### src/hdl/itoa_pkg.sv
`timescale 1ns / 1ps
`default_nettype none
// ----------------------------------------------------------------------------
// itoa_pkg: shared types and constants of the integer-to-ASCII formatter
// Item structs, mode codes, sequencer states and character constants.
// ----------------------------------------------------------------------------
package itoa_pkg;

  localparam int unsigned MODE_W  = 3;
  localparam int unsigned VALUE_W = 64;
  localparam int unsigned WIDTH_W = 6;
  localparam int unsigned CHAR_W  = 8;

  // conversion codes; unused codes format as unsigned decimal
  localparam logic [MODE_W-1:0] MODE_SDEC = 3'd0;
  localparam logic [MODE_W-1:0] MODE_UDEC = 3'd1;
  localparam logic [MODE_W-1:0] MODE_HEXL = 3'd2;
  localparam logic [MODE_W-1:0] MODE_HEXU = 3'd3;
  localparam logic [MODE_W-1:0] MODE_PTR  = 3'd4;

  localparam logic [CHAR_W-1:0] CH_ZERO  = 8'h30;
  localparam logic [CHAR_W-1:0] CH_SPACE = 8'h20;
  localparam logic [CHAR_W-1:0] CH_MINUS = 8'h2D;
  localparam logic [CHAR_W-1:0] CH_PLUS  = 8'h2B;
  localparam logic [CHAR_W-1:0] CH_X     = 8'h78;

  localparam logic [WIDTH_W-1:0] PTR_DEF_WIDTH = 6'd8;

  typedef struct packed {
    logic [MODE_W-1:0]  mode;
    logic [VALUE_W-1:0] value;
    logic [WIDTH_W-1:0] field_width;
    logic               zero_fill;
    logic               force_plus;
    logic               space_sign;
    logic               alt_form;
    logic               has_precision;
    logic [WIDTH_W-1:0] precision;
  } in_item_t;

  typedef struct packed {
    logic [CHAR_W-1:0] out_char;
    logic              last;
  } out_item_t;

  typedef enum logic [2:0] {
    ST_IDLE,
    ST_CONV,
    ST_SCAN,
    ST_PREFIX,
    ST_PAD,
    ST_DIGIT
  } state_e;

  // one digit (0..15) to its ASCII character
  function automatic logic [CHAR_W-1:0] digit_char(input logic [3:0] nib,
                                                  input logic upper);
    logic [CHAR_W-1:0] c;
    if (nib < 4'd10) begin
      c = CH_ZERO + {4'd0, nib};
    end else if (upper) begin
      c = 8'h41 + {4'd0, nib - 4'd10};
    end else begin
      c = 8'h61 + {4'd0, nib - 4'd10};
    end
    return c;
  endfunction

endpackage
`default_nettype wire

### src/hdl/integer_to_ascii_formatter_unit.sv
`timescale 1ns / 1ps
`default_nettype none
// Flow: decimal items pass through the shift-add-3 converter, hex items skip
//   it; then a scan drops leading zeros and sets the pad.
// Throughput: one item at a time, the next is taken only once the last char
//   of the current one is in the out register; chars leave one per cycle
//   (up to 62) while the output does not stall.
// Reset: rst_ni (async, active low) idles the sequencer, empties the out register.
// ----------------------------------------------------------------------------
// integer_to_ascii_formatter_unit
// printf-style formatting of one integer into a stream of ASCII characters:
// signed/unsigned decimal, lower/upper hex and pointer, with sign, 0x prefix,
// width/precision padding. A single BCD shift-add-3 unit does the decimal
// conversion one value bit per cycle.
// ----------------------------------------------------------------------------
module integer_to_ascii_formatter_unit #(
  parameter int unsigned VALUE_BITS = 64,
  parameter int unsigned MAX_WIDTH  = 60
) (
  input  wire logic                clk_i,
  input  wire logic                rst_ni,
  input  wire logic                in_valid_i,
  output logic                     in_stall_o,
  input  wire itoa_pkg::in_item_t  in_item_i,
  output logic                     out_valid_o,
  input  wire logic                out_stall_i,
  output itoa_pkg::out_item_t      out_item_o
);

  // decimal digits needed for VALUE_BITS bits (log10(2) ~ 0.30103)
  localparam int unsigned NDIG_DEC = (VALUE_BITS * 30103) / 100000 + 1;
  localparam int unsigned NDIG_HEX = (VALUE_BITS + 3) / 4;
  localparam int unsigned NDIG     = (NDIG_DEC > NDIG_HEX) ? NDIG_DEC : NDIG_HEX;
  localparam int unsigned DIG_BITS = 4 * NDIG;
  localparam int unsigned ND_W     = $clog2(NDIG + 1);
  localparam int unsigned CNT_W    = $clog2(VALUE_BITS + 1);
  localparam int unsigned WW       = itoa_pkg::WIDTH_W;
  localparam int unsigned CW       = itoa_pkg::CHAR_W;
  // compare width for field width vs digit count
  localparam int unsigned CMP_W    = ((WW > ND_W) ? WW : ND_W) + 1;

  itoa_pkg::state_e state_q, state_d;

  logic [VALUE_BITS-1:0] mag_q, mag_d;       // magnitude, shifted out MSB first
  logic [DIG_BITS-1:0]   dig_q, dig_d;       // BCD or hex nibbles, MSD at top
  logic [CNT_W-1:0]      cnt_q, cnt_d;       // conversion bits left
  logic [ND_W-1:0]       nd_q, nd_d;         // digits still to emit
  logic [WW-1:0]         width_q, width_d;   // effective field width
  logic [WW-1:0]         pad_q, pad_d;       // pad characters left
  logic                  zpad_q, zpad_d;
  logic                  upper_q, upper_d;
  logic [2*CW-1:0]       pre_q, pre_d;       // prefix chars, next one on top
  logic [1:0]            pre_n_q, pre_n_d;
  logic                  out_valid_q, out_valid_d;
  itoa_pkg::out_item_t   out_item_q, out_item_d;

  // ---- input decode --------------------------------------------------------
  logic [itoa_pkg::MODE_W-1:0] mode;
  logic [VALUE_BITS-1:0]       val;
  logic                        is_hex, neg, upper_in;
  logic [WW-1:0]               w0, w1;
  logic                        zp0;
  logic [DIG_BITS-1:0]         hex_dig;

  always_comb begin
    mode     = in_item_i.mode;
    val      = in_item_i.value[VALUE_BITS-1:0];
    is_hex   = (mode == itoa_pkg::MODE_HEXL) || (mode == itoa_pkg::MODE_HEXU) ||
               (mode == itoa_pkg::MODE_PTR);
    upper_in = (mode == itoa_pkg::MODE_HEXU);
    neg      = (mode == itoa_pkg::MODE_SDEC) && val[VALUE_BITS-1];
    // pointer defaults, then precision overrides, then saturate
    w0  = in_item_i.field_width;
    zp0 = in_item_i.zero_fill;
    if (mode == itoa_pkg::MODE_PTR) begin
      if (w0 == '0) begin
        w0 = itoa_pkg::PTR_DEF_WIDTH;
      end
      zp0 = 1'b1;
    end
    if (in_item_i.has_precision) begin
      w0  = in_item_i.precision;
      zp0 = 1'b1;
    end
    w1 = (w0 > WW'(MAX_WIDTH)) ? WW'(MAX_WIDTH) : w0;
    hex_dig = DIG_BITS'(val);
  end

  // ---- shared shift-add-3 step ---------------------------------------------
  logic [DIG_BITS-1:0] dd_adj;
  always_comb begin
    for (int k = 0; k < NDIG; k++) begin
      dd_adj[4*k +: 4] = (dig_q[4*k +: 4] >= 4'd5) ? dig_q[4*k +: 4] + 4'd3
                                                     : dig_q[4*k +: 4];
    end
  end

  // ---- shared terms --------------------------------------------------------
  logic              adv;        // output register can take a char
  logic              top_zero;
  logic              scan_more;
  logic [WW-1:0]     pad_calc;
  logic [3:0]        top_nib;

  assign adv       = !out_valid_q || !out_stall_i;
  assign top_nib   = dig_q[DIG_BITS-1 -: 4];
  assign top_zero  = (top_nib == 4'd0);
  assign scan_more = top_zero && (nd_q > ND_W'(1));

  always_comb begin
    if (CMP_W'(width_q) > CMP_W'(nd_q)) begin
      pad_calc = WW'(CMP_W'(width_q) - CMP_W'(nd_q));
    end else begin
      pad_calc = '0;
    end
  end

  // ---- next state ----------------------------------------------------------
  always_comb begin
    state_d = state_q;
    case (state_q)
      itoa_pkg::ST_IDLE: begin
        if (in_valid_i) begin
          state_d = is_hex ? itoa_pkg::ST_SCAN : itoa_pkg::ST_CONV;
        end
      end
      itoa_pkg::ST_CONV: begin
        if (cnt_q == CNT_W'(1)) begin
          state_d = itoa_pkg::ST_SCAN;
        end
      end
      itoa_pkg::ST_SCAN: begin
        if (!scan_more) begin
          if (pre_n_q != 2'd0) begin
            state_d = itoa_pkg::ST_PREFIX;
          end else if (pad_calc != '0) begin
            state_d = itoa_pkg::ST_PAD;
          end else begin
            state_d = itoa_pkg::ST_DIGIT;
          end
        end
      end
      itoa_pkg::ST_PREFIX: begin
        if (adv && (pre_n_q == 2'd1)) begin
          state_d = (pad_q != '0) ? itoa_pkg::ST_PAD : itoa_pkg::ST_DIGIT;
        end
      end
      itoa_pkg::ST_PAD: begin
        if (adv && (pad_q == WW'(1))) begin
          state_d = itoa_pkg::ST_DIGIT;
        end
      end
      itoa_pkg::ST_DIGIT: begin
        if (adv && (nd_q == ND_W'(1))) begin
          state_d = itoa_pkg::ST_IDLE;
        end
      end
      default: state_d = itoa_pkg::ST_IDLE;
    endcase
  end

  // ---- datapath and outputs ------------------------------------------------
  always_comb begin
    mag_d       = mag_q;
    dig_d       = dig_q;
    cnt_d       = cnt_q;
    nd_d        = nd_q;
    width_d     = width_q;
    pad_d       = pad_q;
    zpad_d      = zpad_q;
    upper_d     = upper_q;
    pre_d       = pre_q;
    pre_n_d     = pre_n_q;
    out_valid_d = out_valid_q && out_stall_i;
    out_item_d  = out_item_q;
    case (state_q)
      itoa_pkg::ST_IDLE: begin
        if (in_valid_i) begin
          mag_d   = neg ? (~val + VALUE_BITS'(1)) : val;
          dig_d   = is_hex ? hex_dig : '0;
          cnt_d   = CNT_W'(VALUE_BITS);
          nd_d    = ND_W'(NDIG);
          width_d = w1;
          zpad_d  = zp0;
          upper_d = upper_in;
          pre_d   = '0;
          pre_n_d = 2'd0;
          if (is_hex) begin
            if (in_item_i.alt_form) begin
              pre_d   = {itoa_pkg::CH_ZERO, itoa_pkg::CH_X};
              pre_n_d = 2'd2;
            end
          end else if (neg) begin
            pre_d   = {itoa_pkg::CH_MINUS, CW'(0)};
            pre_n_d = 2'd1;
          end else if (in_item_i.force_plus) begin
            pre_d   = {itoa_pkg::CH_PLUS, CW'(0)};
            pre_n_d = 2'd1;
          end else if (in_item_i.space_sign) begin
            pre_d   = {itoa_pkg::CH_SPACE, CW'(0)};
            pre_n_d = 2'd1;
          end
        end
      end
      itoa_pkg::ST_CONV: begin
        dig_d = {dd_adj[DIG_BITS-2:0], mag_q[VALUE_BITS-1]};
        mag_d = {mag_q[VALUE_BITS-2:0], 1'b0};
        cnt_d = cnt_q - CNT_W'(1);
      end
      itoa_pkg::ST_SCAN: begin
        if (scan_more) begin
          dig_d = {dig_q[DIG_BITS-5:0], 4'd0};
          nd_d  = nd_q - ND_W'(1);
        end else begin
          pad_d = pad_calc;
        end
      end
      itoa_pkg::ST_PREFIX: begin
        if (adv) begin
          out_valid_d         = 1'b1;
          out_item_d.out_char = pre_q[2*CW-1 -: CW];
          out_item_d.last     = 1'b0;
          pre_d               = {pre_q[CW-1:0], CW'(0)};
          pre_n_d             = pre_n_q - 2'd1;
        end
      end
      itoa_pkg::ST_PAD: begin
        if (adv) begin
          out_valid_d         = 1'b1;
          out_item_d.out_char = zpad_q ? itoa_pkg::CH_ZERO : itoa_pkg::CH_SPACE;
          out_item_d.last     = 1'b0;
          pad_d               = pad_q - WW'(1);
        end
      end
      itoa_pkg::ST_DIGIT: begin
        if (adv) begin
          out_valid_d         = 1'b1;
          out_item_d.out_char = itoa_pkg::digit_char(top_nib, upper_q);
          out_item_d.last     = (nd_q == ND_W'(1));
          dig_d               = {dig_q[DIG_BITS-5:0], 4'd0};
          nd_d                = nd_q - ND_W'(1);
        end
      end
      default: begin
        out_valid_d = 1'b0;
      end
    endcase
  end

  // ---- registers -----------------------------------------------------------
  always_ff @(posedge clk_i or negedge rst_ni) begin
    if (!rst_ni) begin
      state_q     <= itoa_pkg::ST_IDLE;
      out_valid_q <= 1'b0;
    end else begin
      state_q     <= state_d;
      out_valid_q <= out_valid_d;
    end
  end

  always_ff @(posedge clk_i) begin
    mag_q      <= mag_d;
    dig_q      <= dig_d;
    cnt_q      <= cnt_d;
    nd_q       <= nd_d;
    width_q    <= width_d;
    pad_q      <= pad_d;
    zpad_q     <= zpad_d;
    upper_q    <= upper_d;
    pre_q      <= pre_d;
    pre_n_q    <= pre_n_d;
    out_item_q <= out_item_d;
  end

  assign in_stall_o  = (state_q != itoa_pkg::ST_IDLE);
  assign out_valid_o = out_valid_q;
  assign out_item_o  = out_item_q;

endmodule
`default_nettype wire

### config.mk
export PLATFORM = sky130hd
export DESIGN_NAME = integer_to_ascii_formatter_unit
export DESIGN_NICKNAME = d
export VERILOG_FILES = /design/src/hdl/itoa_pkg.sv /design/src/hdl/integer_to_ascii_formatter_unit.sv
export SDC_FILE = /design/constraint.sdc
export NUM_CORES = 1
export LEC_CHECK = 0
export BUFFER_PORTS_ARGS = -buffer_cell sky130_fd_sc_hd__buf_2
export CAP_MARGIN = 10
export CELL_PAD_IN_SITES_DETAIL_PLACEMENT = 0
export CELL_PAD_IN_SITES_GLOBAL_PLACEMENT = 1
export CORE_MARGIN = 2
export CORE_UTILIZATION = 51
export DETAILED_ROUTE_END_ITERATION = 8
export PLACE_DENSITY = 0.87
export SETUP_SLACK_MARGIN = 0.05
export SYNTH_ARGS = -nofsm -noshare
export SYNTH_HDL_FRONTEND = slang
export SYNTH_SLANG_ARGS = --single-unit
export TNS_END_PERCENT = 10
### constraint.sdc
create_clock -name clk_i -period 17.7 [get_ports clk_i]
set_input_delay 4.425 -clock clk_i [delete_from_list [all_inputs] [get_ports clk_i]]
set_output_delay 4.425 -clock clk_i [all_outputs]
set_load 0.02 [all_outputs]
==> results.py <==
metrics = {
    "synth": {
        "synth_commonest_cells": "188 x edfxtp_1, 128 x a21oi_1, 128 x o21ai_0",
        "synth.most_common_cell": "edfxtp_1",
        "ys_ff_latch": 192,
        "ys_async_sr_fraction": 0.02083,
        "syn_inst": 1272,
        "synth_top_area_share": 0.4610,
        "synthDistinctLibCells": 66,
        "ys_seq_area_frac": 0.4692,
        "netlist_area_um2": 12250,
        "synth-edff-count": 188,
        "synth_area_leaders": "edfxtp_1 46%, ha_1 5.8%, xnor2_1 5.4%, a21oi_1 5.2%, o21ai_0 5.2%",
        "syn_avg_cell_area_um2": 9.627,
        "synth.largest_area_cell": "edfxtp_1",
        "ys_warn_count": 0,
        "ys.flop_type": "edfxtp_1",
        "synthesis.nets": 1418,
    },
    "grt": {
        "grt_pass1_vias": 9872,
        "grt_usage": 0.2386,
        "grt_pass1_wl_um": 49520,
        "grt-ovfl-total": 0,
        "grt_max_degree": 86,
        "antenna_found_initial": 0,
    },
    "job": {
        "drv_cap": 0,
    },
    "sta": {
        "timing.final.max_slew_violations": 0,
        "slew_headroom": 0.2172,
        "finalClockSkew_ns": 0.01304,
        "finalSetupViolations": 0,
        "rsz0062_at_grt": "no",
        "fmax_mhz": 149.8,
        "period_share": 0.3773,
        "setup_slack_ns": 11.02,
        "min_period_ns": 6.677,
        "report.final.hold_viol_count": 0,
        "tightestPinTransition_ns": 1.174,
        "tns_ns": 0,
    },
    "floorplan": {
        "rows": 56,
        "ios": 99,
        "die_h_um": 159.0,
        "die-area_um2": 25270,
        "start_util": 0.5201,
        "dieWidth_um": 159.0,
        "core_um2": 23540,
    },
    "route": {
        "vias_per_cell": 6.001,
        "route.detailed.drc": 0,
        "dr_wl_met2_um": 14600,
        "drt-wirelength-per-cell_um": 17.99,
        "drt_iter0_markers": 855,
        "dr.pass1.iters": 6,
        "ant_nets": 0,
        "top_layer_used": "met4",
        "wl_met3_um": 1570,
        "wl_met1_um": 13060,
        "via_count": 10010,
        "drt-total-wl_um": 30010,
    },
    "setup_path": {
        "reg2reg_depth": 4,
        "cp_data_required_time_ns": 17.88,
        "critPathMaxStageDelay_ns": 0.69,
        "cp.arrival_ns": 6.86,
        "slowest_stage": "nor4_1",
        "endpoint_kind": "flip-flop",
        "crit_fanout": 6,
        "critPathBufInv": 1,
        "cp-start-kind": "primary input",
        "cp_cell_sequence": "buf_2, nor4_1, nand4_1, nor3_1, a31oi_1, xor2_1, mux2_4",
        "r2r_setup_slack_ns": 14.45,
        "crit_family": "simple AND/OR/NAND/NOR gates",
        "r2r_start": "state_q[0]",
        "r2r-end": "mag_q[2]",
        "worstSetupPathType": "in -> reg",
    },
    "clock_network": {
        "postCtsSetupBuffers": 0,
        "postCtsHoldBufs": 0,
        "cts.sinks": 192,
        "clock_path_buffers": 2,
        "numCtsBuffers": 17,
        "cts_tree": "yes",
        "cts_resized": 0,
        "clk_latency_ns": 0.44,
        "clockRootBuffer": "clkbuf_16",
        "htree_levels": 4,
        "cts.clk_slew.worst_paths_ns": 0.08,
    },
    "placement": {
        "portBuffers": 97,
        "dp_worst_setup_slack_ns": 10.65,
        "place_congestion": 0.8335,
        "dp_hpwl_um": 20320,
    },
    "hold_path": {
        "hold_depth": 1,
        "hp-class": "reg -> reg",
        "worstHoldStart": "pre_q[14]",
        "hold_end": "out_item_o[7]",
    },
    "layout": {
        "n_antenna_cell": 0,
        "area_growth_pct": 10.63,
        "fillers": 2050,
        "layout.nets": 1482,
        "layout-drive-gt1-share": 0.1171,
    },
    "power_and_ir_drop": {
        "irDropWorstVdd_mv": 0.1473,
        "p_leak_nw": 4.981,
        "cellPowerDensity_nw_per_um2": 185.9,
    },
    "run_status": {
        "outcome": "finished, final reports clean",
    },
}
cell type report:
type,count,area [µm²],share of cell area
Clock buffer,17,425.4,0.03140
Clock inverter,15,123.9,0.009144
Inverter,71,266.5,0.01967
Multi-Input combinational cell,949,6036,0.4456
Sequential cell,192,5746,0.4241
Tap cell,319,399.1,0.02946
Timing Repair Buffer,105,550.5,0.04064
through the flow:
step	utilization	power [mW]	instance area, µm²	hold WS [ns]	std cells
6_report	0.5754	2.518	13550	0.5317	1668
5_1_grt	0.5754	2.730	13550	0.5377	1668
4_1_cts	0.5749	2.525	13530	0.5267	1667
3_5_place_dp	0.5516	2.147	12990	0.5089	1635
3_3_place_gp	0.5516	2.115	12990	0.5012	1635
2_1_floorplan	-	1.870	12250	0.4948	1272
worst max path at each step:
stage,end,cells after the start,start,slack [ns]
finish,mag_q[58],7,in_item_i[51],11.02
global route,mag_q[58],7,in_item_i[51],10.87
CTS,mag_q[58],7,in_item_i[51],11.08
detailed placement,mag_q[58],7,in_item_i[51],10.65
global placement,mag_q[30],7,in_item_i[30],10.71
floorplan,dig_q[0],3,out_stall_i,6.58
state kept, by name (all words and copies together) (netlist names), 5 cells and up:
register and flops:
pad_q 6, out_item_o 8, dig_q 80, nd_q 5, pre_q 8, width_q 6
mag_q 64, cnt_q 7
power breakdown:
group	switching, mW	total, mW	internal [mW]
Combinational	0.692	1.09	0.397
Clock	0.187	0.371	0.184
Sequential	0.175	1.06	0.883
layer usage:
| layer | track usage | vias to the layer above |
|---|---|---|
| li1 | - | 4813 |
| met1 | 0.3142 | 4829 |
| met4 | 0.09008 | 0 |
| met5 | 0 | - |
| met2 | 0.4015 | 303 |
| met3 | 0.03595 | 65 |
logic make-up (layout without fill, tap and decap cells):
family | after synthesis | in the layout | share of synthesized area
compound gates | 398 | 398 | 0.1916
xor+xnor | 100 | 100 | 0.07152
fa+ha+maj | 58 | 58 | 0.05988
buf+inv | 131 | 208 | 0.04138
flops | 192 | 192 | 0.4692
mux | 9 | 9 | 0.008072
other cells | 1 | 1 | 0.0003062
simple gates | 383 | 383 | 0.1581
cell usage in the layout (no fill, tap or decap), types with 6 or more instances in the layout:
cell type and n:
inv_6 6, or4_1 6, a31oi_1 22, xnor2_1 76
a221o_1 15, buf_2 97, buf_4 7, o21ai_0 128
o21ai_1 12, nand2_1 113, clkbuf_16 17, nand3_1 6
nand2b_1 21, nor3_1 30, edfxtp_1 188, ha_1 57
nor2_1 105, xor2_1 24, inv_1 71, o22ai_1 12
a21oi_1 128, nor4_1 16, or3_1 12, a22oi_1 45
and3_1 10, nor3b_1 24
(Power assumes the default switching activity.)
